File: config.mk
export PLATFORM = sky130hd
export DESIGN_NAME = tsc_lap_mem
export DESIGN_NICKNAME = d
export VERILOG_FILES = /design/src/rtl/tsc_pkg.sv /design/src/rtl/tsc_lap_mem.sv
export SDC_FILE = /design/constraint.sdc
export NUM_CORES = 1
export LEC_CHECK = 0
export ABC_AREA = 1
export BUFFER_PORTS_ARGS = -buffer_cell sky130_fd_sc_hd__buf_2
export CORE_UTILIZATION = 50
export CTS_BUF_LIST = sky130_fd_sc_hd__clkbuf_4
export DETAILED_ROUTE_END_ITERATION = 7
export GPL_ROUTABILITY_DRIVEN = 0
export GPL_TIMING_DRIVEN = 0
export PLACE_DENSITY = 0.69
export SYNTH_ARGS = -nofsm -noshare
export SYNTH_HDL_FRONTEND = slang
export SYNTH_SLANG_ARGS = --single-unit
export TNS_END_PERCENT = 1
File: constraint.sdc
create_clock -name clock -period 1.6 [get_ports clock]
set_clock_uncertainty 0.15 [all_clocks]
set_input_delay 0.08 -clock clock [delete_from_list [all_inputs] [get_ports clock]]
set_output_delay 0.08 -clock clock [all_outputs]
set_load 0.05 [all_outputs]
File: src/rtl/tsc_pkg.sv
package tsc_pkg;

   typedef enum logic [2:0] {
      PH_STATS  = 3'd0,
      PH_SOUND  = 3'd1,
      PH_BUTTON = 3'd2,
      PH_COUNT  = 3'd3,
      PH_HOLD   = 3'd4,
      PH_RES    = 3'd5,
      PH_CAL    = 3'd6
   } phase_type;

   typedef enum logic [2:0] {
      S_IDLE,
      S_SCAN,
      S_AVG,
      S_CAL,
      S_T10,
      S_SEC,
      S_MIN,
      S_EMIT
   } seq_type;

   localparam logic [1:0] MODE_TICK  = 2'd0;
   localparam logic [1:0] MODE_SHORT = 2'd1;
   localparam logic [1:0] MODE_LONG  = 2'd2;
   localparam logic [1:0] MODE_AUDIO = 2'd3;

   localparam logic [1:0] CSR_HOLD   = 2'd0;
   localparam logic [1:0] CSR_GUARD  = 2'd1;
   localparam logic [1:0] CSR_OFFSET = 2'd2;

   localparam int TICK_W    = 24;
   localparam int HOLD_W    = 12;
   localparam int CAL_SUM_W = 12;
   localparam int CAL_CNT_W = 4;
   localparam int DIV_W     = 31;  // lap sum: 24 bits plus 7 for up to 127 slots
   localparam int DVS_W     = 7;

   // time split by reciprocal multiplication, exact over the saturated tick range
   localparam int QUO_W       = 20;  // tick_count / 10
   localparam int Q60_W       = 14;  // tick_count / 600
   localparam int RECIP60_W   = 21;
   localparam int TEN_SHIFT   = 27;
   localparam int SIXTY_SHIFT = 26;
   localparam int CAL_SHIFT   = 16;

   localparam int LAP_SLOTS_DEF     = 5;
   localparam int CALIB_SAMPLES_DEF = 10;

   localparam logic [TICK_W-1:0] ELAPSED_MAX  = 24'd9215999;
   localparam logic [HOLD_W-1:0] HOLD_MAX     = 12'hFFF;
   localparam logic [7:0]        THRESH_RESET = 8'hB0;
   localparam logic [7:0]        OFFSET_RESET = 8'h20;
   localparam logic [7:0]        HOLD_RESET   = 8'd3;
   localparam logic [7:0]        GUARD_RESET  = 8'd5;
   localparam logic [1:0]        PREC_RESET   = 2'd1;
   localparam logic [1:0]        PREC_WHOLE   = 2'd0;
   localparam logic [1:0]        PREC_HALF    = 2'd1;
   localparam logic [1:0]        PREC_TENTH   = 2'd2;
   localparam logic [DVS_W-1:0]  DIV_TEN      = 7'd10;
   localparam logic [DVS_W-1:0]  DIV_SIXTY    = 7'd60;
   localparam logic [TICK_W-1:0]    RECIP_TEN   = 24'hCCCCCD;  // ceil(2^27 / 10)
   localparam logic [RECIP60_W-1:0] RECIP_SIXTY = 21'h111112;  // ceil(2^26 / 60)

endpackage

File: src/rtl/tsc_lap_mem.sv
module tsc_lap_mem
   import tsc_pkg::*;
#(
   parameter int LAP_SLOTS = LAP_SLOTS_DEF,
   parameter int AW        = 3
) (
   input  logic              clock,
   input  logic              reset,
   input  logic              wr_en,
   input  logic [AW-1:0]     wr_addr,
   input  logic [TICK_W-1:0] wr_data,
   input  logic              rd_en,
   input  logic [AW-1:0]     rd_addr,
   output logic [TICK_W-1:0] rd_data
);

   logic [TICK_W-1:0]    mem [LAP_SLOTS];
   logic [LAP_SLOTS-1:0] vld_ff;
   logic [TICK_W-1:0]    rd_data_ff;

   always_ff @(posedge clock) begin
      if (wr_en) begin
         mem[wr_addr] <= wr_data;
      end
      if (rd_en) begin
         rd_data_ff <= vld_ff[rd_addr] ? mem[rd_addr] : '0;
      end
   end

   // unwritten slots read as zero
   always_ff @(posedge clock) begin
      if (reset) begin
         vld_ff <= '0;
      end else if (wr_en) begin
         vld_ff[wr_addr] <= 1'b1;
      end
   end

   assign rd_data = rd_data_ff;

endmodule

Word level (Yosys, flattened, before mapping)
Memory sizes are Yosys's and may differ from the RTL's. A register that Yosys moved wholly into a read port is not among the register bits.
Cells that the tools add are included.
{"block": "word_totals", "reg_bits": 5, "mem_bits_rw": 120, "inputBits": 34, "output_inout_bits": 24, "elab_cells": 14, "n_memories": 1}
{"memory": "mem", "depth": 5, "word_bits": 24, "rd": 1, "rd_ports_with_merged_regs": 1, "wr": 1, "line": "tsc_lap_mem.sv:17", "text": "logic [TICK_W-1:0] mem [LAP_SLOTS];"}
{"block": "classes", "n_lt_le_gt_ge": 3, "mux": 6, "bitwise": 1, "n_reduce_logical": 2}
{"operator": "$lt 3x4->1 const B", "n": 2}
{"operator": "$or 5x5->5", "n": 1}
{"operator": "$mux 1", "n": 4}
{"operator": "$bmux 1 s3", "n": 1}
{"operator": "$demux 1 s3", "n": 1}
{"operator": "$ge 3x1->1 const B", "n": 1}
{"operator": "$logic_and 1x1->1", "n": 1}
{"operator": "$logic_not 1->1", "n": 1}

Logic depth before layout (Yosys ltp)
{"block": "depth", "depth_word": 5, "ltp_mapped": 11, "mapped_depth_nobuf": 8}

Worst setup path after synthesis
No wires, ideal clock.
{"block": "synth_timing", "path_kind": "in2reg", "from": "in wr_en", "to": "mem mem[4][0] (enable)", "setup_ns": 0.379, "arrival_ns": 0.821, "t_required_ns": 1.071, "path_slack_ns": 0.250, "cell_stages": 4, "path_buffers": 0, "cell_sequence": "inv_1 > nor2_1 > nand3_1 > inv_1"}
{"block": "synth_between", "elab_chain_len": 2}
{"element": "start: declaration", "line": "tsc_lap_mem.sv:9", "text": "input logic wr_en,"}
{"element": "$mux 1", "line": "tsc_lap_mem.sv:22", "text": "if (wr_en) begin"}
{"element": "$mux 1 (implied by the code)", "line": "tsc_lap_mem.sv:23", "text": "mem[wr_addr] <= wr_data;"}
{"element": "end: declaration", "line": "tsc_lap_mem.sv:17"}
Every way passes these cells.

Worst setup path after layout
{"block": "layout_timing", "from": "in rd_addr[2]", "to": "reg rd_data_ff[11], in the netlist rd_data[11] (read register of mem), data pin"}
{"block": "layout_between", "elab_chain_len": 3}
{"element": "start: declaration", "line": "tsc_lap_mem.sv:13", "text": "input logic [AW-1:0] rd_addr,"}
{"element": "$bmux 1 s3", "line": "tsc_lap_mem.sv:26", "text": "rd_data_ff <= vld_ff[rd_addr] ? mem[rd_addr] : '0;"}
{"element": "$mux 1 (implied by the code)", "line": "tsc_lap_mem.sv:26"}
{"element": "$logic_not 1->1 (no line)"}
{"element": "end: declaration", "line": "tsc_lap_mem.sv:19", "text": "logic [TICK_W-1:0] rd_data_ff;"}
Several ways; a longest one is shown, not always the timed one. The select of a mux whose other input is x is not followed.
A chain may end at the register's enable or synchronous reset.

==> impl_metrics.csv <==
group,metric,value,unit
synth,synth-compound-area-share,0.3212,%
timing,fmax,0.6412,GHz
clock_tree,cts.clk_slew.worst_paths,0.11,ns
global_routing,grt_max_degree,26,
setup_path,start_kind,"primary input",
setup_path,end_kind,"flop",
power,power_leakage,3.433,nW
routing,num_vias,4185,
hold_path,hold_path_class,"primary input to flop",
global_routing,antenna_found_initial,0,
setup_path,cpMaxStageDelayCell,"dlygate4sd3_1",
power,p_seq_share,64.3,%
synth,ys_seq_area_share,70.99,%
timing,finalCritPeriodShare,97.47,%
timing,final_max_slew_viol_count,0,
setup_path,critPathKind,"primary input to flop",
placed_design,port_buffers,54,
power,power_density,958.3,nW/µm²
global_routing,grt_usage,21.34,%
placed_design,dpl_cell_area,6713,µm²
flow_run,max_cap_violations,0,
setup_path,cp_common_cell,"nand2_1",
power,comb_power_share,10.2,%
synth,synth_cell_types,16,
setup_path,worstPathMaxFanout,10,
die,num_rows,40,
routing,vias_per_cell,4.777,
synth,synth-simple-area-share,18.25,%
cells_and_area,area_delta_synth_final,15.82,%
die,io_pins,58,
routing,drc_errors,0,
synth,synth_xor_area_share,0,%
clock_tree,cts_sinks,149,
clock_tree,cts-root-buf,"clkbuf_4",
global_routing,grt_first_pass_wirelength,20190,µm
cells_and_area,final_util,59.84,%
timing,rsz0062_at_grt,"no",
clock_tree,cts.repair.resized,0,
hold_path,min_from,"rd_addr[0]",
synth,ys_warn_count,0,
power,power.clock.fraction,25.5,%
synth,postSynthRegisterBits,149,
setup_path,r2r_end,"rd_data[9]",
synth,synth.mux.area_fraction,0,%
setup_path,worstRegToRegCells,9,
routing,drt_iter0_markers,324,
timing,tightest_slew,1.253,ns
hold_path,min_to,"rd_data[21]",
clock_tree,cts_hold_buf,32,
routing,antenna_left,0,
power,p_sw_share,24.49,%
power,intPower,5.223,mW
clock_tree,clkLatencyLatePin,0.53,ns
clock_tree,htreeDepth,4,
setup_path,required,1.86,ns
die,dieArea,12920,µm²
timing,finalSetupViolCount,0,
clock_tree,post-cts-setup-buffer-count,0,
global_routing,grt_pass1_vias,4134,
synth,synth_cells,594,
setup_path,worst_path_largest_cell_delay,0.53,ns
timing,min_period,1.560,ns
hold_path,holdPathStages,8,
setup_path,timing.rr.start,"vld_ff[0]",
outcome,status,"finished, final reports clean",
routing,first_pass_iters,5,
clock_tree,cts_buffers,17,
cells_and_area,final_common_cell,"nand2_1",
cells_and_area,final_cell_mix,"224 x nand2_1, 144 x edfxtp_1, 128 x inv_1",
setup_path,arrival,1.82,ns
die,core-area,12060,µm²
cells_and_area,final_nets,733,
clock_tree,clockBufferDepth,2,
cells_and_area,final_cell_area,7218,µm²
power,switchingPower,1.694,mW
synth,avgSynthCellArea,10.49,µm²
die,fp.dieW,113.6,µm
cells_and_area,drive_gt1_share,14.69,%
die,die-height,113.6,µm
synth,synth_adder_area_share,0,%
synth,synth_nets,628,
die,start_util,51.67,%
setup_path,crit_chain,"dlygate4sd3_1 -> buf_2 -> inv_2 -> buf_1 -> nand2_1 -> nand2_1 -> nand2_1 -> inv_1",
synth,synth_top_family_by_area,"simple AND/OR/NAND/NOR gates",
routing,post_drt_wl_per_cell,14.38,µm
timing,hold_slack,0.09202,ns
timing,max-slew-margin-rel,16.38,%
setup_path,reg2reg_slack,0.12,ns
placed_design,dp_hpwl,7402,µm
timing,tns,0,ns
routing,wl,12600,µm
synth,syn_area,6232,µm²
power,irDropWorstVdd,0.4818,mV
clock_tree,cts_tree,"yes",
global_routing,grt-ovfl-total,0,
cells_and_area,diodes,0,
timing,finalHoldViolCount,0,
-- flip-flops by register name, indices dropped and copies added, names as in the netlist --
signal and cells:
mem 120, rd_data 24, vld_ff 5
-- worst max-delay path: cells and delay by family --
kind | cells | cell delay [ns]
buffers and inverters | 5 | 1.45
AND/OR/NAND/NOR | 3 | 0.28
-- cell families after synthesis --
logic type,after synthesis
compound gates,4
flops,149
buf+inv,157
simple gates,284
-- stage by stage --
step                setup WS [ns]  power (mW)  cells
floorplan                  0.2496       4.959    594
global placement          -0.3255       5.166    816
detailed placement        -0.3506       5.188    816
CTS                        0.1016       6.955    876
global route             0.001822       7.190    876
finish                    0.04041       6.917    876
-- synth_stat cells --
cell type,n,share of area [%]
nand3_1,53,4.3
clkbuf_1,2,0.12
dfxtp_1,5,1.6
nor2_1,5,0.30
nand2_2,1,0.10
buf_1,2,0.12
buf_2,11,0.88
nand2_1,224,13
inv_1,128,7.7
inv_2,5,0.30
edfxtp_1,144,69
inv_4,1,0.10
buf_6,4,0.72
nand4_1,1,0.10
buf_4,4,0.48
a21oi_1,4,0.32
-- cell type report --
cell class                      instances  area (µm²)
Tap cell                              168       210.2
Clock buffer                           19       142.6
Clock inverter                          9       42.54
Fill cell                            1004        4843
Sequential cell                       149        4424
Timing Repair Buffer                   86       590.6
Multi-Input combinational cell        288        1157
Inverter                              134       505.5
Buffer                                 23       145.1
-- power groups by stage --
stage	sequential (mW)	clock [mW]	combinational (mW)
global placement	4.53	0	0.632
finish	4.45	1.76	0.705
CTS	4.45	1.80	0.706
floorplan	4.66	0	0.303
global route	4.46	1.95	0.777
detailed placement	4.54	0	0.648
-- worst max path at each step --
stage	slack, ns	cells past startpoint	start	end
final	0.04	8	rd_addr[2]	rd_data[11]
after floorplan	0.25	4	wr_en	mem[4][0]
after detailed placement	-0.35	5	wr_en	mem[4][15]
after global routing	0.002	8	rd_addr[2]	rd_data[17]
after CTS	0.10	8	rd_addr[2]	rd_data[11]
after global placement	-0.33	5	wr_en	mem[4][14]
-- layer usage --
layer | vias to the layer above | GRT usage, % | share of wire [%]
li1 | 2056 | - | -
met1 | 1973 | 27.41 | 44
met2 | 143 | 35.20 | 50
met3 | 13 | 4.304 | 5.2
met4 | 0 | 9.737 | 1.3
met5 | - | 0 | 0
Note: power is estimated with default switching activity, not from simulation.
