<file path="src/rtl/tsc_pkg.sv">
package tsc_pkg;

   typedef enum logic [2:0] {
      PH_STATS  = 3'd0,
      PH_SOUND  = 3'd1,
      PH_BUTTON = 3'd2,
      PH_COUNT  = 3'd3,
      PH_HOLD   = 3'd4,
      PH_RES    = 3'd5,
      PH_CAL    = 3'd6
   } phase_type;

   typedef enum logic [2:0] {
      S_IDLE,
      S_SCAN,
      S_AVG,
      S_CAL,
      S_T10,
      S_SEC,
      S_MIN,
      S_EMIT
   } seq_type;

   localparam logic [1:0] MODE_TICK  = 2'd0;
   localparam logic [1:0] MODE_SHORT = 2'd1;
   localparam logic [1:0] MODE_LONG  = 2'd2;
   localparam logic [1:0] MODE_AUDIO = 2'd3;

   localparam logic [1:0] CSR_HOLD   = 2'd0;
   localparam logic [1:0] CSR_GUARD  = 2'd1;
   localparam logic [1:0] CSR_OFFSET = 2'd2;

   localparam int TICK_W    = 24;
   localparam int HOLD_W    = 12;
   localparam int CAL_SUM_W = 12;
   localparam int CAL_CNT_W = 4;
   localparam int DIV_W     = 31;  // lap sum: 24 bits plus 7 for up to 127 slots
   localparam int DVS_W     = 7;

   // time split by reciprocal multiplication, exact over the saturated tick range
   localparam int QUO_W       = 20;  // tick_count / 10
   localparam int Q60_W       = 14;  // tick_count / 600
   localparam int RECIP60_W   = 21;
   localparam int TEN_SHIFT   = 27;
   localparam int SIXTY_SHIFT = 26;
   localparam int CAL_SHIFT   = 16;

   localparam int LAP_SLOTS_DEF     = 5;
   localparam int CALIB_SAMPLES_DEF = 10;

   localparam logic [TICK_W-1:0] ELAPSED_MAX  = 24'd9215999;
   localparam logic [HOLD_W-1:0] HOLD_MAX     = 12'hFFF;
   localparam logic [7:0]        THRESH_RESET = 8'hB0;
   localparam logic [7:0]        OFFSET_RESET = 8'h20;
   localparam logic [7:0]        HOLD_RESET   = 8'd3;
   localparam logic [7:0]        GUARD_RESET  = 8'd5;
   localparam logic [1:0]        PREC_RESET   = 2'd1;
   localparam logic [1:0]        PREC_WHOLE   = 2'd0;
   localparam logic [1:0]        PREC_HALF    = 2'd1;
   localparam logic [1:0]        PREC_TENTH   = 2'd2;
   localparam logic [DVS_W-1:0]  DIV_TEN      = 7'd10;
   localparam logic [DVS_W-1:0]  DIV_SIXTY    = 7'd60;
   localparam logic [TICK_W-1:0]    RECIP_TEN   = 24'hCCCCCD;  // ceil(2^27 / 10)
   localparam logic [RECIP60_W-1:0] RECIP_SIXTY = 21'h111112;  // ceil(2^26 / 60)

endpackage

</file>
<file path="src/rtl/tsc_div.sv">
module tsc_div
   import tsc_pkg::*;
(
   input  logic             clock,
   input  logic             reset,
   input  logic             start,
   input  logic [DIV_W-1:0] dividend,
   input  logic [DVS_W-1:0] divisor,
   output logic             done,
   output logic [DIV_W-1:0] quotient
);

   localparam int CNT_W = $clog2(DIV_W + 1);

   logic             busy_ff, busy_in;
   logic             done_ff, done_in;
   logic [CNT_W-1:0] cnt_ff, cnt_in;
   logic [DIV_W-1:0] quo_ff, quo_in;
   logic [DVS_W-1:0] rem_ff, rem_in;
   logic [DVS_W-1:0] dvs_ff, dvs_in;
   logic [DVS_W:0]   trial;
   logic [DVS_W:0]   diff;

   // restoring, one quotient bit per cycle
   always_comb begin
      busy_in = busy_ff;
      done_in = 1'b0;
      cnt_in  = cnt_ff;
      quo_in  = quo_ff;
      rem_in  = rem_ff;
      dvs_in  = dvs_ff;
      trial   = {rem_ff, quo_ff[DIV_W-1]};
      diff    = trial - {1'b0, dvs_ff};
      if (start) begin
         busy_in = 1'b1;
         cnt_in  = '0;
         quo_in  = dividend;
         rem_in  = '0;
         dvs_in  = divisor;
      end else if (busy_ff) begin
         if (trial >= {1'b0, dvs_ff}) begin
            rem_in = diff[DVS_W-1:0];
            quo_in = {quo_ff[DIV_W-2:0], 1'b1};
         end else begin
            rem_in = trial[DVS_W-1:0];
            quo_in = {quo_ff[DIV_W-2:0], 1'b0};
         end
         cnt_in = cnt_ff + CNT_W'(1);
         if (cnt_ff == CNT_W'(DIV_W - 1)) begin
            busy_in = 1'b0;
            done_in = 1'b1;
         end
      end
   end

   always_ff @(posedge clock) begin
      if (reset) begin
         busy_ff <= 1'b0;
         done_ff <= 1'b0;
         cnt_ff  <= '0;
      end else begin
         busy_ff <= busy_in;
         done_ff <= done_in;
         cnt_ff  <= cnt_in;
      end
      quo_ff <= quo_in;
      rem_ff <= rem_in;
      dvs_ff <= dvs_in;
   end

   assign done     = done_ff;
   assign quotient = quo_ff;

endmodule

</file>
<file path="config.mk">
export PLATFORM = sky130hd
export DESIGN_NAME = tsc_div
export DESIGN_NICKNAME = d
export VERILOG_FILES = /design/src/rtl/tsc_pkg.sv /design/src/rtl/tsc_div.sv
export SDC_FILE = /design/constraint.sdc
export NUM_CORES = 1
export LEC_CHECK = 0
export BUFFER_PORTS_ARGS = -buffer_cell sky130_fd_sc_hd__buf_4
export CAP_MARGIN = 20
export CORE_ASPECT_RATIO = 1.25
export CORE_MARGIN = 2
export CORE_UTILIZATION = 52
export CTS_CLUSTER_DIAMETER = 60
export DETAILED_ROUTE_END_ITERATION = 6
export GPL_TIMING_DRIVEN = 0
export PLACE_DENSITY = 0.91
export SYNTH_ARGS = -nofsm -noshare
export SYNTH_HDL_FRONTEND = slang
export SYNTH_SLANG_ARGS = --single-unit
</file>
<file path="constraint.sdc">
create_clock -name clock -period 2.5 [get_ports clock]
set_clock_uncertainty 0.05 [all_clocks]
set_input_delay 0.25 -clock clock [delete_from_list [all_inputs] [get_ports clock]]
set_output_delay 0.25 -clock clock [all_outputs]
set_load 0.02 [all_outputs]
</file>
# [After elaboration in Yosys (flattened, before gate mapping)]
# Index checks and enable logic that the tools add are counted.
[word_totals] register_bits=52 inputBits=41 out_inout_bits=32 word_cells=22
[op_classes] add_sub_neg=2 n_lt_le_gt_ge=1 n_eq_ne=1 muxes=8 bitwise_logic=1 reduce_logical=3
[op_table] cell="$mux 31" n=2
[op_table] cell="$ge 8x7->1" n=1
[op_table] cell="$mux 7" n=1
[op_table] cell="$sub 7x7->7" n=1
[op_table] cell="$add 5x1->5 const B" n=1
[op_table] cell="$eq 5x5->1 const B" n=1
[op_table] cell="$mux 1" n=5
[op_table] cell="$reduce_or 3->1" n=1
[op_table] cell="$reduce_bool 2->1" n=1
[op_table] cell="$reduce_or 2->1" n=1
[op_table] cell="$not 1->1" n=1

# [Logic depth before layout (Yosys ltp)]
[logic_depth] ltp_word=4 depth_mapped=9 mapped_depth_nobuf=7

# [Least setup slack after synthesis]
# Ideal clock, no wire load.
[synth_path] kind="register to register" startpoint="register quo_ff[30], in the netlist quotient[30]" endpoint="register rem_ff[0]" setup_ns=0.088 arrival_ns=2.236 t_required_ns=2.362 path_slack_ns=0.126 stages_incl_launch_ff=10 path_cell_list="edfxtp_1 -> inv_1 -> ha_1 -> fa_1 -> nand2b_1 -> a211o_1 -> buf_6 -> and3_1 -> buf_6 -> a311oi_2"
[synth_via] elab_chain_len=2 word_cells_on_any_way=3
[synth_rtl] element="start: declaration" line_no="tsc_div.sv:18" source="logic [DIV_W-1:0] quo_ff, quo_in;"
[synth_rtl] element="start signal: assignment" line_no="tsc_div.sv:66" source="quo_ff <= quo_in;"
[synth_rtl] element="$sub 7x7->7 or $ge 8x7->1 (tied branches)" line_no="tsc_div.sv:33, tsc_div.sv:41"
[synth_rtl] element="$mux 7 (*)" line_no="tsc_div.sv:41" source="if (trial >= {1'b0, dvs_ff}) begin"
[synth_rtl] element="end signal: assignment" line_no="tsc_div.sv:67" source="rem_ff <= rem_in;"
[synth_rtl] element="end: declaration" line_no="tsc_div.sv:19" source="logic [DVS_W-1:0] rem_ff, rem_in;"
# Every way passes the cells marked *; elsewhere a longest branch is shown, timed or not.
# A chain may end at the register's enable or synchronous reset.

# [Worst setup path after layout]
[layout_path] startpoint="register quo_ff[30], in the netlist quotient[30]" endpoint="register rem_ff[2]"
# Same word-level chain as after synthesis.

==> results.py <==
metrics = {
    "worst_setup_path": {
        "critPathCaptureType": "register",
        "worstPathRequired_ps": 2660,
        "worst_ep_arrival_time_ps": 2540,
        "startpoint": "quotient[30]",
        "worstSetupPathType": "register to register",
        "cp_max_fo": 9,
        "start_kind": "register",
        "r2r-start": "quotient[30]",
    },
    "placed_design": {
        "gp_congestion": 0.797,
        "place_inst": 339,
        "post-place-ws_ps": 138,
        "io_buffers": 72,
        "dp_hpwl_um": 4080,
        "placed_area_um2": 3240,
    },
    "timing": {
        "max_freq_mhz": 422,
        "tightest_slew_ps": 708,
        "hold_viol": 0,
        "setup_viol": 0,
        "drv_slew": 0,
        "fin_crit_sh_pct": 94.8,
        "setup_tns_ps": 0,
        "rsz0062_at_grt": "false",
        "slew_headroom_pct": 52.8,
        "period_needed_ps": 2370,
        "setup_ws_ps": 129,
    },
    "power": {
        "combPwrFrac_pct": 21.9,
        "switchingPower_mw": 0.545,
        "leakagePower_nw": 1.35,
        "vdd_ir_drop_max_v": 0.000464,
        "seqPwrFrac_pct": 51.0,
        "powerDensity_nw_per_um2": 619,
        "switching_share_pct": 26.3,
        "p_clk_share_pct": 27.1,
        "p_int_mw": 1.53,
    },
    "detailed_routing": {
        "wl_per_cell_um": 15.7,
        "wl_met1_um": 2160,
        "top_layer": "met4",
        "drtPass1Iterations": 5,
        "dr_wl_met3_um": 408,
        "route.vias.total": 1962,
        "antenna_left": 0,
        "drt_wl_total_um": 5450,
        "vias_per_cell": 5.65,
        "drc_errors": 0,
        "dr_wl_met2_um": 2720,
        "drt_iter0_markers": 84,
    },
    "die": {
        "rows": 28,
        "start_util_pct": 54.6,
        "die_w_um": 67.5,
        "die_area_um2": 5630,
        "die_h_um": 83.4,
        "core_area_um2": 4800,
        "ioPinCount": 73,
    },
    "global_route": {
        "grt_max_degree": 32,
        "grt_pass1_vias": 1999,
        "antenna_found_initial": 0,
        "grt_pass1_wl_um": 9220,
        "gr-total-overflow": 0,
        "grt_use_total_pct": 21.2,
    },
    "worst_hold_path": {
        "hold_path_class": "input port to register",
        "min-delay-start": "reset",
    },
    "clock_network": {
        "clkSinkCount": 52,
        "holdBufCountCts": 0,
        "cts_tree": "done",
        "cts_setup_buffers": 0,
        "cts_htree_levels": 2,
        "clkTransAtPathRegs_ps": 90,
        "cts_buffers": 5,
        "cts_buffer_depth": 2,
        "cts-root-buf": "clkbuf_8",
        "cts_resized": 0,
        "insertion_delay_ps": 300,
    },
    "logic_synthesis": {
        "ys.warnings.count": 0,
        "async_flop_share_pct": 0,
        "synth.top_cells.by_area": "edfxtp_1 (44%), mux2_2 (13%), dfxtp_1 (11%), ha_1 (4.3%), nor2_1 (2.3%)",
        "avgSynthCellArea_um2": 12.7,
        "yosysUniqueCellTypes": 45,
        "netlist_area_um2": 2620,
        "synth-seq-cells": 52,
        "synth_edf_count": 38,
        "synth_top_area_share_pct": 43.5,
        "synth_nets": 258,
        "synth-seq-area-share_pct": 54.2,
        "ys.flop_type": "edfxtp_1",
        "syn_inst": 207,
        "synth_top_area_cell": "edfxtp_1",
    },
    "layout": {
        "antenna_cells": 0,
        "final_common_cell": "buf_4",
        "nNetsFinal": 337,
        "final_cell_mix": "buf_4 (72), edfxtp_1 (38), mux2_2 (30), nor2_1 (16), dfxtp_1 (14)",
        "area_growth_pct": 27.5,
        "drive_gt1_share_pct": 42.5,
        "design_area_um2": 3340,
        "final_cells": 347,
    },
    "outcome": {
        "outcome": "complete, no violations",
    },
    "job": {
        "drv_cap": 0,
    },
}
==> power groups by stage <==
stage          Clock (mW)  Sequential (mW)  Combinational [mW]
6_report            0.560             1.06               0.453
2_1_floorplan           0             1.13               0.208
5_1_grt             0.600             1.07               0.488
4_1_cts             0.567             1.06               0.455
3_5_place_dp            0             1.08               0.453
3_3_place_gp            0             1.07               0.442
==> logic make-up after synthesis <==
| family | count (synthesis) | share of synthesized area (%) |
|---|---|---|
| DFF | 52 | 54.2 |
| and+or+nand+nor | 51 | 10.5 |
| adders and majority gates | 10 | 5.06 |
| xor gates and xnor gates | 7 | 2.34 |
| muxes | 31 | 13.3 |
| buffers and inverters | 25 | 4.30 |
| AOI/OAI and AO/OA | 31 | 10.3 |
==> metal layers <==
metal	global-route usage [%]	vias to the layer above
li1	-	927
met2	34.6	86
met4	8.72	0
met5	0	-
met3	6.10	16
met1	25.7	933
==> flip-flops by register name, summed over array words and instances (netlist names) <==
name / flops
quotient: 31
dvs_ff: 7
rem_ff: 7
cnt_ff: 5
done: 1
busy_ff: 1
==> layout make-up <==
type | count | area (um2)
Sequential cell | 52 | 1420
Inverter | 13 | 48.8
Tap cell | 60 | 75.1
Multi-Input combinational cell | 130 | 1090
Fill cell | 329 | 1460
Timing Repair Buffer | 72 | 541
Buffer | 12 | 63.8
Clock inverter | 3 | 37.5
Clock buffer | 5 | 68.8
==> worst max-delay path, stage by stage (launching register included) <==
cell and delay (ps):
edfxtp_1 350, inv_1 70, ha_1 220, fa_1 400
nand2b_1 200, a211o_1 290, buf_6 140, and3_1 180
buf_6 130, a311oi_2 250
==> per-stage QoR <==
stage / util (%) / power [mW] / hold WS [ps]
global route: 69.7 / 2.15 / 53.5
CTS: 69.7 / 2.08 / 46.5
floorplan: - / 1.34 / 272
global placement: 67.4 / 1.52 / 367
detailed placement: 67.4 / 1.53 / 367
finish: 69.7 / 2.07 / 47.9
==> worst paths after layout <==
check	to	slack, ps	cells after the start
max	rem_ff[2]	130	9
min	busy_ff	50	2
max reg2reg	rem_ff[2]	130	9
min reg2reg	done	460	2
==> Yosys cell counts, drive strengths merged, types with 5 or more instances <==
cell type	n
edfxtp	38
mux2	30
nor2	16
dfxtp	14
inv	13
ha	9
buf	8
nand2	7
nand2b	6
a211oi	5
nand4	5
Note: power is estimated with default switching activity, not from simulation.
